<file path="config.mk">
export PLATFORM = sky130hd
export DESIGN_NAME = jpeg_bit_reader_unstuff
export DESIGN_NICKNAME = d
export VERILOG_FILES = /design/src/rtl/core/jbr_pkg.sv /design/src/rtl/core/jbr_ram.sv /design/src/rtl/core/jbr_front.sv /design/src/rtl/core/jbr_back.sv /design/src/rtl/core/jpeg_bit_reader_unstuff.sv
export SDC_FILE = /design/constraint.sdc
export NUM_CORES = 1
export LEC_CHECK = 0
export BUFFER_PORTS_ARGS = -buffer_cell sky130_fd_sc_hd__buf_2
export CORE_MARGIN = 2
export CORE_UTILIZATION = 57
export DETAILED_ROUTE_END_ITERATION = 10
export GPL_TIMING_DRIVEN = 0
export PLACE_DENSITY = 0.76
export SLEW_MARGIN = 20
export SYNTH_ARGS = -nofsm -noshare
export SYNTH_HDL_FRONTEND = slang
export SYNTH_SLANG_ARGS = --single-unit
</file>
<file path="constraint.sdc">
create_clock -name i_clk -period 7.03 [get_ports i_clk]
set_clock_uncertainty 0.05 [all_clocks]
set_input_delay 0.703 -clock i_clk [delete_from_list [all_inputs] [get_ports i_clk]]
set_output_delay 0.703 -clock i_clk [all_outputs]
set_load 0.01 [all_outputs]
</file>
<file path="src/rtl/core/jbr_pkg.sv">
// Shared constants, types and codes for the bitstream reader with byte unstuffing.
package jbr_pkg;

    localparam int QUEUE_DEPTH = 16;
    localparam int QA_W        = $clog2(QUEUE_DEPTH);
    localparam int QF_W        = $clog2(QUEUE_DEPTH + 1);

    localparam int CQ_DEPTH = 2;
    localparam int CQ_AW    = $clog2(CQ_DEPTH);
    localparam int CQ_CW    = $clog2(CQ_DEPTH + 1);

    localparam logic [7:0] BYTE_FF  = 8'hFF;
    localparam logic [7:0] BYTE_00  = 8'h00;
    localparam logic [5:0] MAX_BITS = 6'd32;

    localparam logic [1:0] KIND_PUSH = 2'd0;
    localparam logic [1:0] KIND_READ = 2'd1;
    localparam logic [1:0] KIND_SKIP = 2'd2;

    typedef enum logic [1:0] {
        OP_PUSH = 2'd0,
        OP_READ = 2'd1,
        OP_SKIP = 2'd2,
        OP_NOP  = 2'd3
    } t_op;

    typedef enum logic [1:0] {
        STS_OK         = 2'd0,
        STS_REFUSED    = 2'd1,
        STS_SKIP_UNFIN = 2'd2,
        STS_QFULL      = 2'd3
    } t_status;

    typedef enum logic [1:0] {
        BS_IDLE   = 2'd0,
        BS_READ   = 2'd1,
        BS_SKIP   = 2'd2,
        BS_SETTLE = 2'd3
    } t_bstate;

    typedef struct packed {
        t_op        op;
        logic [7:0] data;
        logic       final_byte;
        logic [5:0] count;
        logic       unstuff;
    } t_cmd;

endpackage

</file>
<file path="src/rtl/core/jbr_ram.sv">
// Generic single-write, single-read RAM with registered read data.
module jbr_ram #(
    parameter int WIDTH = 8,
    parameter int DEPTH = 16,
    localparam int AW   = (DEPTH > 1) ? $clog2(DEPTH) : 1
) (
    input  logic             i_clk,
    input  logic             i_we,
    input  logic [AW-1:0]    i_waddr,
    input  logic [WIDTH-1:0] i_wdata,
    input  logic [AW-1:0]    i_raddr,
    output logic [WIDTH-1:0] o_rdata
);

    logic [WIDTH-1:0] r_mem [DEPTH];
    logic [WIDTH-1:0] r_rdata;

    always_ff @(posedge i_clk) begin
        if (i_we) begin
            r_mem[i_waddr] <= i_wdata;
        end
        r_rdata <= r_mem[i_raddr];
    end

    assign o_rdata = r_rdata;

endmodule

</file>
<file path="src/rtl/core/jbr_front.sv">
// Front end: takes input beats, classifies them and holds them in a short command queue.
module jbr_front (
    input  logic          i_clk,
    input  logic          i_rst_n,
    input  logic          push,
    output logic          full,
    input  logic [1:0]    i_kind,
    input  logic [7:0]    i_data_byte,
    input  logic          i_final_byte,
    input  logic [5:0]    i_bit_count,
    input  logic          i_unstuff,
    output logic          o_cmd_valid,
    output jbr_pkg::t_cmd o_cmd,
    input  logic          i_cmd_take
);

    jbr_pkg::t_cmd                 r_q [jbr_pkg::CQ_DEPTH];
    logic [jbr_pkg::CQ_AW-1:0]     r_wp, r_rp, n_wp, n_rp;
    logic [jbr_pkg::CQ_CW-1:0]     r_cnt, n_cnt;
    jbr_pkg::t_cmd                 cls;
    logic                          acc;

    // classify the beat
    always_comb begin
        unique case (i_kind)
            jbr_pkg::KIND_PUSH: cls.op = jbr_pkg::OP_PUSH;
            jbr_pkg::KIND_READ: cls.op = jbr_pkg::OP_READ;
            jbr_pkg::KIND_SKIP: cls.op = jbr_pkg::OP_SKIP;
            default:            cls.op = jbr_pkg::OP_NOP;
        endcase
        cls.data       = i_data_byte;
        cls.final_byte = i_final_byte;
        cls.count      = (i_bit_count > jbr_pkg::MAX_BITS) ? jbr_pkg::MAX_BITS : i_bit_count;
        cls.unstuff    = i_unstuff;
    end

    assign full        = (r_cnt == jbr_pkg::CQ_CW'(jbr_pkg::CQ_DEPTH));
    assign acc         = push && !full;
    assign o_cmd_valid = (r_cnt != '0);
    assign o_cmd       = r_q[r_rp];

    always_comb begin
        n_wp  = r_wp;
        n_rp  = r_rp;
        n_cnt = r_cnt;
        if (acc) begin
            n_wp = (r_wp == jbr_pkg::CQ_AW'(jbr_pkg::CQ_DEPTH - 1)) ? '0 : r_wp + 1'b1;
        end
        if (i_cmd_take) begin
            n_rp = (r_rp == jbr_pkg::CQ_AW'(jbr_pkg::CQ_DEPTH - 1)) ? '0 : r_rp + 1'b1;
        end
        if (acc && !i_cmd_take) begin
            n_cnt = r_cnt + 1'b1;
        end else if (!acc && i_cmd_take) begin
            n_cnt = r_cnt - 1'b1;
        end
    end

    always_ff @(posedge i_clk) begin
        if (!i_rst_n) begin
            r_wp  <= '0;
            r_rp  <= '0;
            r_cnt <= '0;
        end else begin
            r_wp  <= n_wp;
            r_rp  <= n_rp;
            r_cnt <= n_cnt;
        end
    end

    always_ff @(posedge i_clk) begin
        if (acc) begin
            r_q[r_wp] <= cls;
        end
    end

endmodule

</file>
<file path="src/rtl/core/jbr_back.sv">
// Back end: byte queue, bit reader sequencer and result register.
module jbr_back (
    input  logic          i_clk,
    input  logic          i_rst_n,
    input  logic          i_cmd_valid,
    input  jbr_pkg::t_cmd i_cmd,
    output logic          o_cmd_take,
    output logic          empty,
    input  logic          pop,
    output logic [31:0]   o_value,
    output logic [5:0]    o_bits_delivered,
    output logic          o_at_end,
    output logic [1:0]    o_status
);

    localparam int QA_W = jbr_pkg::QA_W;
    localparam int QF_W = jbr_pkg::QF_W;

    jbr_pkg::t_bstate r_state, n_state;

    // architectural state
    logic [QA_W-1:0] r_head, n_head;
    logic [QF_W-1:0] r_fill, n_fill;
    logic [7:0]      r_cur, n_cur;
    logic [3:0]      r_pos, n_pos;
    logic            r_ff, n_ff, r_last, n_last, r_end, n_end, r_rep, n_rep;

    // snapshot for refused reads
    logic [QA_W-1:0] r_s_head, n_s_head;
    logic [QF_W-1:0] r_s_fill, n_s_fill;
    logic [7:0]      r_s_cur, n_s_cur;
    logic [3:0]      r_s_pos, n_s_pos;
    logic            r_s_ff, n_s_ff, r_s_rep, n_s_rep;

    // per-command working registers
    logic [5:0]  r_rem, n_rem, r_got, n_got;
    logic [31:0] r_acc, n_acc;
    logic        r_again, n_again, r_unstuff, n_unstuff;
    logic [7:0]  r_target, n_target;

    // result register
    logic             r_ovalid, n_ovalid;
    logic [31:0]      r_o_value, n_o_value;
    logic [5:0]       r_o_bits, n_o_bits;
    logic             r_o_end, n_o_end;
    jbr_pkg::t_status r_o_status, n_o_status;

    logic            out_free, start, q_full, push_write;
    logic [QA_W:0]   wsum;
    logic [QA_W-1:0] waddr, head_inc;
    logic [7:0]      rdata;

    logic       f_ok, f_stuffed, f_drop, fetch_now, read_fin, skip_fin, match;
    logic [7:0] f_byte;

    logic [7:0]  tk_byte, tk_bits;
    logic [3:0]  tk_pos, tk_avail, tk_k, tk_pos_n;
    logic [5:0]  tk_rem, tk_got;
    logic [31:0] tk_acc;

    jbr_ram #(
        .WIDTH (8),
        .DEPTH (jbr_pkg::QUEUE_DEPTH)
    ) u_queue (
        .i_clk   (i_clk),
        .i_we    (start && (i_cmd.op == jbr_pkg::OP_PUSH) && push_write),
        .i_waddr (waddr),
        .i_wdata (i_cmd.data),
        .i_raddr (n_head),
        .o_rdata (rdata)
    );

    assign out_free   = !r_ovalid || pop;
    assign start      = (r_state == jbr_pkg::BS_IDLE) && i_cmd_valid && out_free;
    assign o_cmd_take = start;

    assign q_full     = (r_fill == QF_W'(jbr_pkg::QUEUE_DEPTH));
    assign push_write = !r_last && !q_full;
    assign wsum       = {1'b0, r_head} + (QA_W+1)'(r_fill);
    assign waddr      = (wsum >= (QA_W+1)'(jbr_pkg::QUEUE_DEPTH))
                        ? QA_W'(wsum - (QA_W+1)'(jbr_pkg::QUEUE_DEPTH)) : wsum[QA_W-1:0];
    assign head_inc   = (r_head == QA_W'(jbr_pkg::QUEUE_DEPTH - 1)) ? '0 : r_head + 1'b1;

    // byte source: replayed byte first, then the queue head
    assign f_ok      = r_rep || (r_fill != '0);
    assign f_byte    = r_rep ? r_cur : rdata;
    assign f_stuffed = r_ff && (f_byte == jbr_pkg::BYTE_00) && !r_again;
    assign f_drop    = f_ok && f_stuffed && r_unstuff;
    assign fetch_now = r_again || r_pos[3];
    assign match     = (f_byte == r_target);

    // bit take from one byte
    assign tk_byte  = fetch_now ? f_byte : r_cur;
    assign tk_pos   = fetch_now ? 4'd0 : r_pos;
    assign tk_avail = 4'd8 - tk_pos;
    assign tk_k     = (r_rem < {2'b00, tk_avail}) ? r_rem[3:0] : tk_avail;
    assign tk_bits  = (tk_byte & (8'hFF >> tk_pos)) >> (tk_avail - tk_k);
    assign tk_acc   = (r_acc << tk_k) | {24'd0, tk_bits};
    assign tk_rem   = r_rem - {2'b00, tk_k};
    assign tk_got   = r_got + {2'b00, tk_k};
    assign tk_pos_n = tk_pos + tk_k;

    assign read_fin = fetch_now ? (!f_ok || (!f_drop && (tk_rem == '0))) : (tk_rem == '0);
    assign skip_fin = !f_ok || match;

    // next state
    always_comb begin
        n_state = r_state;
        unique case (r_state)
            jbr_pkg::BS_IDLE: begin
                if (start) begin
                    unique case (i_cmd.op)
                        jbr_pkg::OP_PUSH: n_state = push_write ? jbr_pkg::BS_SETTLE
                                                               : jbr_pkg::BS_IDLE;
                        jbr_pkg::OP_READ: n_state = (r_end || (i_cmd.count == '0))
                                                    ? jbr_pkg::BS_IDLE : jbr_pkg::BS_READ;
                        jbr_pkg::OP_SKIP: n_state = r_end ? jbr_pkg::BS_IDLE
                                                          : jbr_pkg::BS_SKIP;
                        default:          n_state = jbr_pkg::BS_IDLE;
                    endcase
                end
            end
            jbr_pkg::BS_READ:   n_state = read_fin ? jbr_pkg::BS_IDLE : jbr_pkg::BS_READ;
            jbr_pkg::BS_SKIP:   n_state = skip_fin ? jbr_pkg::BS_IDLE : jbr_pkg::BS_SKIP;
            jbr_pkg::BS_SETTLE: n_state = jbr_pkg::BS_IDLE;
            default:            n_state = jbr_pkg::BS_IDLE;
        endcase
    end

    // datapath and result
    always_comb begin
        n_head = r_head;  n_fill = r_fill;  n_cur = r_cur;  n_pos = r_pos;
        n_ff = r_ff;  n_last = r_last;  n_end = r_end;  n_rep = r_rep;
        n_s_head = r_s_head;  n_s_fill = r_s_fill;  n_s_cur = r_s_cur;
        n_s_pos = r_s_pos;  n_s_ff = r_s_ff;  n_s_rep = r_s_rep;
        n_rem = r_rem;  n_got = r_got;  n_acc = r_acc;
        n_again = r_again;  n_unstuff = r_unstuff;  n_target = r_target;
        n_ovalid = r_ovalid && !pop;
        n_o_value = r_o_value;  n_o_bits = r_o_bits;
        n_o_end = r_o_end;  n_o_status = r_o_status;

        unique case (r_state)
            jbr_pkg::BS_IDLE: begin
                if (start) begin
                    n_o_value  = '0;
                    n_o_bits   = '0;
                    n_o_end    = r_end;
                    n_o_status = jbr_pkg::STS_OK;
                    case (i_cmd.op)
                        jbr_pkg::OP_PUSH: begin
                            n_ovalid = 1'b1;
                            if (!r_last && q_full) begin
                                n_o_status = jbr_pkg::STS_QFULL;
                            end else if (push_write) begin
                                n_fill = r_fill + 1'b1;
                                n_last = i_cmd.final_byte;
                            end
                        end
                        jbr_pkg::OP_READ: begin
                            if (r_end || (i_cmd.count == '0)) begin
                                n_ovalid = 1'b1;
                            end else begin
                                n_s_head  = r_head;
                                n_s_fill  = r_fill;
                                n_s_cur   = r_cur;
                                n_s_pos   = r_pos;
                                n_s_ff    = r_ff;
                                n_s_rep   = r_rep;
                                n_rem     = i_cmd.count;
                                n_got     = '0;
                                n_acc     = '0;
                                n_again   = 1'b0;
                                n_unstuff = i_cmd.unstuff;
                            end
                        end
                        jbr_pkg::OP_SKIP: begin
                            if (r_end) begin
                                n_ovalid = 1'b1;
                            end else begin
                                n_pos    = 4'd8;
                                n_target = i_cmd.data;
                            end
                        end
                        default: n_ovalid = 1'b1;
                    endcase
                end
            end
            jbr_pkg::BS_READ: begin
                if (fetch_now && !f_ok) begin
                    n_ovalid   = 1'b1;
                    n_o_bits   = '0;
                    n_o_status = jbr_pkg::STS_OK;
                    n_again    = 1'b0;
                    if (r_last) begin
                        // stream end: missing bits read as zero
                        n_end     = 1'b1;
                        n_o_end   = 1'b1;
                        n_o_value = r_acc << r_rem;
                        n_o_bits  = r_got;
                    end else begin
                        // starved: roll back to the state at command start
                        n_head     = r_s_head;
                        n_fill     = r_s_fill;
                        n_cur      = r_s_cur;
                        n_pos      = r_s_pos;
                        n_ff       = r_s_ff;
                        n_rep      = r_s_rep;
                        n_o_end    = r_end;
                        n_o_value  = '0;
                        n_o_status = jbr_pkg::STS_REFUSED;
                    end
                end else begin
                    if (fetch_now) begin
                        if (r_rep) begin
                            n_rep = 1'b0;
                        end else begin
                            n_head = head_inc;
                            n_fill = r_fill - 1'b1;
                        end
                        n_cur = f_byte;
                        n_ff  = (f_byte == jbr_pkg::BYTE_FF);
                    end
                    if (fetch_now && f_drop) begin
                        n_again = 1'b1;
                        n_pos   = 4'd0;
                    end else begin
                        n_again = 1'b0;
                        n_acc   = tk_acc;
                        n_rem   = tk_rem;
                        n_got   = tk_got;
                        n_pos   = tk_pos_n;
                        if (tk_rem == '0) begin
                            n_ovalid   = 1'b1;
                            n_o_value  = tk_acc;
                            n_o_bits   = tk_got;
                            n_o_end    = r_end;
                            n_o_status = jbr_pkg::STS_OK;
                        end
                    end
                end
            end
            jbr_pkg::BS_SKIP: begin
                if (!f_ok) begin
                    n_ovalid   = 1'b1;
                    n_o_value  = '0;
                    n_o_bits   = '0;
                    n_end      = r_end || r_last;
                    n_o_end    = r_end || r_last;
                    n_o_status = r_last ? jbr_pkg::STS_OK : jbr_pkg::STS_SKIP_UNFIN;
                end else begin
                    if (r_rep) begin
                        n_rep = 1'b0;
                    end else begin
                        n_head = head_inc;
                        n_fill = r_fill - 1'b1;
                    end
                    n_cur = f_byte;
                    n_ff  = (f_byte == jbr_pkg::BYTE_FF);
                    n_pos = 4'd8;
                    if (match) begin
                        n_rep      = 1'b1;
                        n_ovalid   = 1'b1;
                        n_o_value  = '0;
                        n_o_bits   = '0;
                        n_o_end    = r_end;
                        n_o_status = jbr_pkg::STS_OK;
                    end
                end
            end
            default: ;
        endcase
    end

    always_ff @(posedge i_clk) begin
        if (!i_rst_n) begin
            r_state  <= jbr_pkg::BS_IDLE;
            r_head   <= '0;
            r_fill   <= '0;
            r_cur    <= '0;
            r_pos    <= 4'd8;
            r_ff     <= 1'b0;
            r_last   <= 1'b0;
            r_end    <= 1'b0;
            r_rep    <= 1'b0;
            r_again  <= 1'b0;
            r_ovalid <= 1'b0;
        end else begin
            r_state  <= n_state;
            r_head   <= n_head;
            r_fill   <= n_fill;
            r_cur    <= n_cur;
            r_pos    <= n_pos;
            r_ff     <= n_ff;
            r_last   <= n_last;
            r_end    <= n_end;
            r_rep    <= n_rep;
            r_again  <= n_again;
            r_ovalid <= n_ovalid;
        end
    end

    always_ff @(posedge i_clk) begin
        r_s_head   <= n_s_head;
        r_s_fill   <= n_s_fill;
        r_s_cur    <= n_s_cur;
        r_s_pos    <= n_s_pos;
        r_s_ff     <= n_s_ff;
        r_s_rep    <= n_s_rep;
        r_rem      <= n_rem;
        r_got      <= n_got;
        r_acc      <= n_acc;
        r_unstuff  <= n_unstuff;
        r_target   <= n_target;
        r_o_value  <= n_o_value;
        r_o_bits   <= n_o_bits;
        r_o_end    <= n_o_end;
        r_o_status <= n_o_status;
    end

    assign empty            = !r_ovalid;
    assign o_value          = r_o_value;
    assign o_bits_delivered = r_o_bits;
    assign o_at_end         = r_o_end;
    assign o_status         = r_o_status;

endmodule

</file>
<file path="src/rtl/core/jpeg_bit_reader_unstuff.sv">
// Top level of the bitstream reader with JPEG byte unstuffing.
//
//  channel  | handshake              | payload
//  ---------+------------------------+---------------------------------------------
//  request  | push / full            | i_kind, i_data_byte, i_final_byte,
//           |                        | i_bit_count, i_unstuff
//  result   | empty / pop            | o_value, o_bits_delivered, o_at_end, o_status
//
// A request beat lands in a two-entry command queue, so the front keeps taking beats
// while the back is busy, until it is full. The back runs one command at a time: a push
// that is stored passes a settle state for the queue RAM read; a read fetches bytes one
// at a time, a stuffed 00 dropped in a step of its own, until done or a byte is missing;
// a skip compares bytes in turn until one matches or they run out. Reset is synchronous,
// active low; a result holds in the output register and stalls the back until popped.
module jpeg_bit_reader_unstuff (
    input  logic        i_clk,
    input  logic        i_rst_n,
    input  logic        push,
    output logic        full,
    input  logic [1:0]  i_kind,
    input  logic [7:0]  i_data_byte,
    input  logic        i_final_byte,
    input  logic [5:0]  i_bit_count,
    input  logic        i_unstuff,
    output logic        empty,
    input  logic        pop,
    output logic [31:0] o_value,
    output logic [5:0]  o_bits_delivered,
    output logic        o_at_end,
    output logic [1:0]  o_status
);

    // front to back command path
    logic          cmd_valid;
    jbr_pkg::t_cmd cmd;
    logic          cmd_take;

    // front: classification, clamping of the bit count, command queue
    jbr_front u_front (
        .i_clk        (i_clk),
        .i_rst_n      (i_rst_n),
        .push         (push),
        .full         (full),
        .i_kind       (i_kind),
        .i_data_byte  (i_data_byte),
        .i_final_byte (i_final_byte),
        .i_bit_count  (i_bit_count),
        .i_unstuff    (i_unstuff),
        .o_cmd_valid  (cmd_valid),
        .o_cmd        (cmd),
        .i_cmd_take   (cmd_take)
    );

    // back: byte queue, bit sequencer with roll-back, result register
    jbr_back u_back (
        .i_clk            (i_clk),
        .i_rst_n          (i_rst_n),
        .i_cmd_valid      (cmd_valid),
        .i_cmd            (cmd),
        .o_cmd_take       (cmd_take),
        .empty            (empty),
        .pop              (pop),
        .o_value          (o_value),
        .o_bits_delivered (o_bits_delivered),
        .o_at_end         (o_at_end),
        .o_status         (o_status)
    );

endmodule
</file>
==> results.md <==
* Clock Tree Buf Depth at 3
* CP required at 7.23 ns
* Initial Utilization at 0.577
* Largest net degree at the start of global routing at 26
* Synth area leader: edfxtp_1
* TNS Setup at 0 ns
* Placed Area at 19100 sq um
* Status: completed
* WL/cell at 26.2 um
* RSZ-0062 raised after global routing: false
* Hold_sp: i_data_byte[1]
* Synth Register Bits at 323
* Synth Instances at 1709
* Number of diodes at 0
* Arr. time, crit path at 6.91 ns
* Syn Std Cell Area at 18100 sq um
* Root Driver: clkbuf_16
* Max stage delay on crit path at 0.34 ns
* Pwr Density at 442 nW/um^2
* Sequential share of the synthesized area at 0.512
* IO Pins at 65
* R2R setup slack at 0.32 ns
* Critical path class: flop to flop
* Gpl congestion at 1.02
* Die width at 182 um
* Total gr overflow at 0
* Initial drt markers at 2522
* Min cycle time layout at 6.71 ns
* Final Util at 0.649
* Endpoint, Worst Hold: u_front.r_q[1][9]
* Post-synth ARST share at 0
* Placed cell count at 2180
* Reg-to-Reg Start: u_back.r_again
* CP max stage cell: clkbuf_4
* Fmax at 0.149 GHz
* Worst-path clk slew at 0.06 ns
* Max Cap Viol at 0
* Top cells by count, synth: 281 x edfxtp_1, 193 x nand2_1, 100 x a21oi_1
* Count leader, synth: edfxtp_1
* Site Rows at 65
* CTS tree: yes
* Count of input and output buffers at 61
* Post-DRT Antenna Nets at 0
* Post-synth top area share at 0.466
* Die Y at 182 um
* Final HPWL DP at 43100 um
* Number of global-route vias before repair at 14.8k
* Endpoints failing setup at 0
* Fin crit share at 0.955
* Die area at 33200 sq um
* Yosys warns at 0
* Syn_nets at 1764
* Core area at 31400 sq um
* Worst-Margin Slew at 0.942 ns
* Avg Synthesized Cell Area at 10.6 sq um
* Synth cell types at 86
* Proportion of layout cells with a drive suffix above 1 at 0.128
* Layout area overhead at 12.4%
* Leak Pwr at 7.28 nW
* WL final at 59000 um
* Skew-Pair Late Insertion Delay at 0.54 ns
* Worst setup SP type: flop
* Nets at 1877
* Slew Limit Fails at 0
* Post-Layout Cell Count at 2252
* Num Clock Sinks at 323
* CP endpoint kind: flop
* GRT Util Overall at 0.354
* Total CTS buffers at 36
* First-pass GRT wire length at 88700 um
* R2R cell count at 30
* Crit Path Max Fanout at 25
* Synth top area cells: edfxtp_1 47%, mux2i_1 4.9%, dfxtp_1 4.6%
* RR Endpoint: u_back.o_bits_delivered[3]
* Hold crit path type: input pin to flop
* Hold Crit Depth at 1
* Finished Cell Area at 20400 sq um
* EDFF count, synth at 281
* Antenna violations before repair at 0
* Max VDD drop at 0.360 mV
* Max-slew headroom at 0.372
* Main flop type after synthesis: edfxtp_1
* Drt drc at 0
* Vias per Instance at 6.95
* Final hold vios at 0
* H-Tree Depth at 2
* Via Count at 15.6k
* First-pass DRT Iterations at 6
[cells in the final DEF, fill, tap and decap left out, types with 27 or more instances in the layout]
| cell type | synthesis | layout |
|---|---|---|
| edfxtp_1 | 281 | 281 |
| nand2_1 | 193 | 193 |
| a21oi_1 | 100 | 99 |
| a211oi_1 | 93 | 92 |
| buf_2 | 29 | 89 |
| mux2i_1 | 88 | 88 |
| nor2_1 | 88 | 86 |
| clkbuf_1 | 76 | 79 |
| o21ai_0 | 60 | 60 |
| nor3_1 | 57 | 55 |
| inv_1 | 49 | 49 |
| dfxtp_1 | 42 | 42 |
| nand3_1 | 37 | 37 |
| clkbuf_16 | 0 | 37 |
| ha_1 | 32 | 32 |
| and3_1 | 30 | 30 |
| o22ai_1 | 27 | 27 |
[layout make-up]
cell class / count / area (sq um)
plain buffers: 132 / 571
clock buffers: 44 / 972
clock inverters: 22 / 256
fillers: 2477 / 11000
inverters: 56 / 213
multi-input cells: 1198 / 8110
flip-flops and latches: 323 / 9280
well taps: 402 / 503
repair buffers: 75 / 469
[critical path: cells and delay by family, from the launching register on]
family | cells | cell delay [ns]
AOI/OAI and AO/OA | 6 | 1.05
xor gates and xnor gates | 1 | 0.19
adders and majority gates | 4 | 1.07
buffers and inverters | 13 | 2.55
DFF | 1 | 0.31
muxes | 1 | 0.19
and+or+nand+nor | 5 | 0.97
[worst max path at each step]
stage	slack, ns	startpoint	to
after global routing	0.05	u_back.r_again	u_back.o_value[24]
after detailed placement	-0.63	u_back.r_again	u_back.o_bits_delivered[4]
after floorplan	0.57	u_back.r_again	u_back.o_at_end
after CTS	0.15	u_back.r_again	u_back.o_value[24]
after global placement	-1.77	flop	u_back.r_acc[30]
final	0.32	u_back.r_again	u_back.o_bits_delivered[3]
[stage by stage]
step                total power, W  hold WS [ns]  worst slack (ns)
floorplan                  0.00542         0.353             0.574
global placement           0.00670         0.362             -1.77
detailed placement         0.00683         0.360            -0.630
CTS                        0.00885         0.284             0.146
global route               0.00939         0.290            0.0491
finish                     0.00900         0.300             0.319
[flip-flops by register name (all words and copies together), names as in the netlist, 6 cells and up, named ones only]
| name | flops |
|---|---|
| u_back.u_queue.r_mem | 128 |
| u_front.r_q | 36 |
| u_back.o_value | 32 |
| u_back.r_acc | 32 |
| u_back.r_cur | 8 |
| u_back.r_s_cur | 8 |
| u_back.r_target | 8 |
| u_back.u_queue.o_rdata | 8 |
| u_back.o_bits_delivered | 6 |
| u_back.r_got | 6 |
| u_back.r_rem | 6 |
[cell families after synthesis]
kind of cell               share of synthesized area
AOI/OAI and AO/OA                              0.193
buffers and inverters                         0.0430
and+or+nand+nor                                0.136
DFF                                            0.512
xor gates and xnor gates                      0.0126
adders and majority gates                     0.0243
muxes                                         0.0791
[routing by layer]
metal	share of wire	GRT usage	routed length, um
met1	0.39	0.491	22900
met2	0.43	0.526	25400
met3	0.14	0.111	8380
met4	0.040	0.127	2350
met5	0	0	0
[power breakdown]
group | total, W | internal (W) | switching [W] | leakage, nW
Clock | 0.00196 | 0.00115 | 0.000810 | 0.600
Sequential | 0.00285 | 0.00261 | 0.000241 | 2.95
Combinational | 0.00420 | 0.00137 | 0.00282 | 3.74
[repair_timing]
action / CTS / global route
resized for setup: 3 / 2
endpoints found under the hold margin: 0 / 0
setup endpoints to repair: 41 / 41
buffers inserted: 4 / 2
hold buffers: 0 / 0
pin swaps: 1 / 1
(Power assumes the default switching activity.)
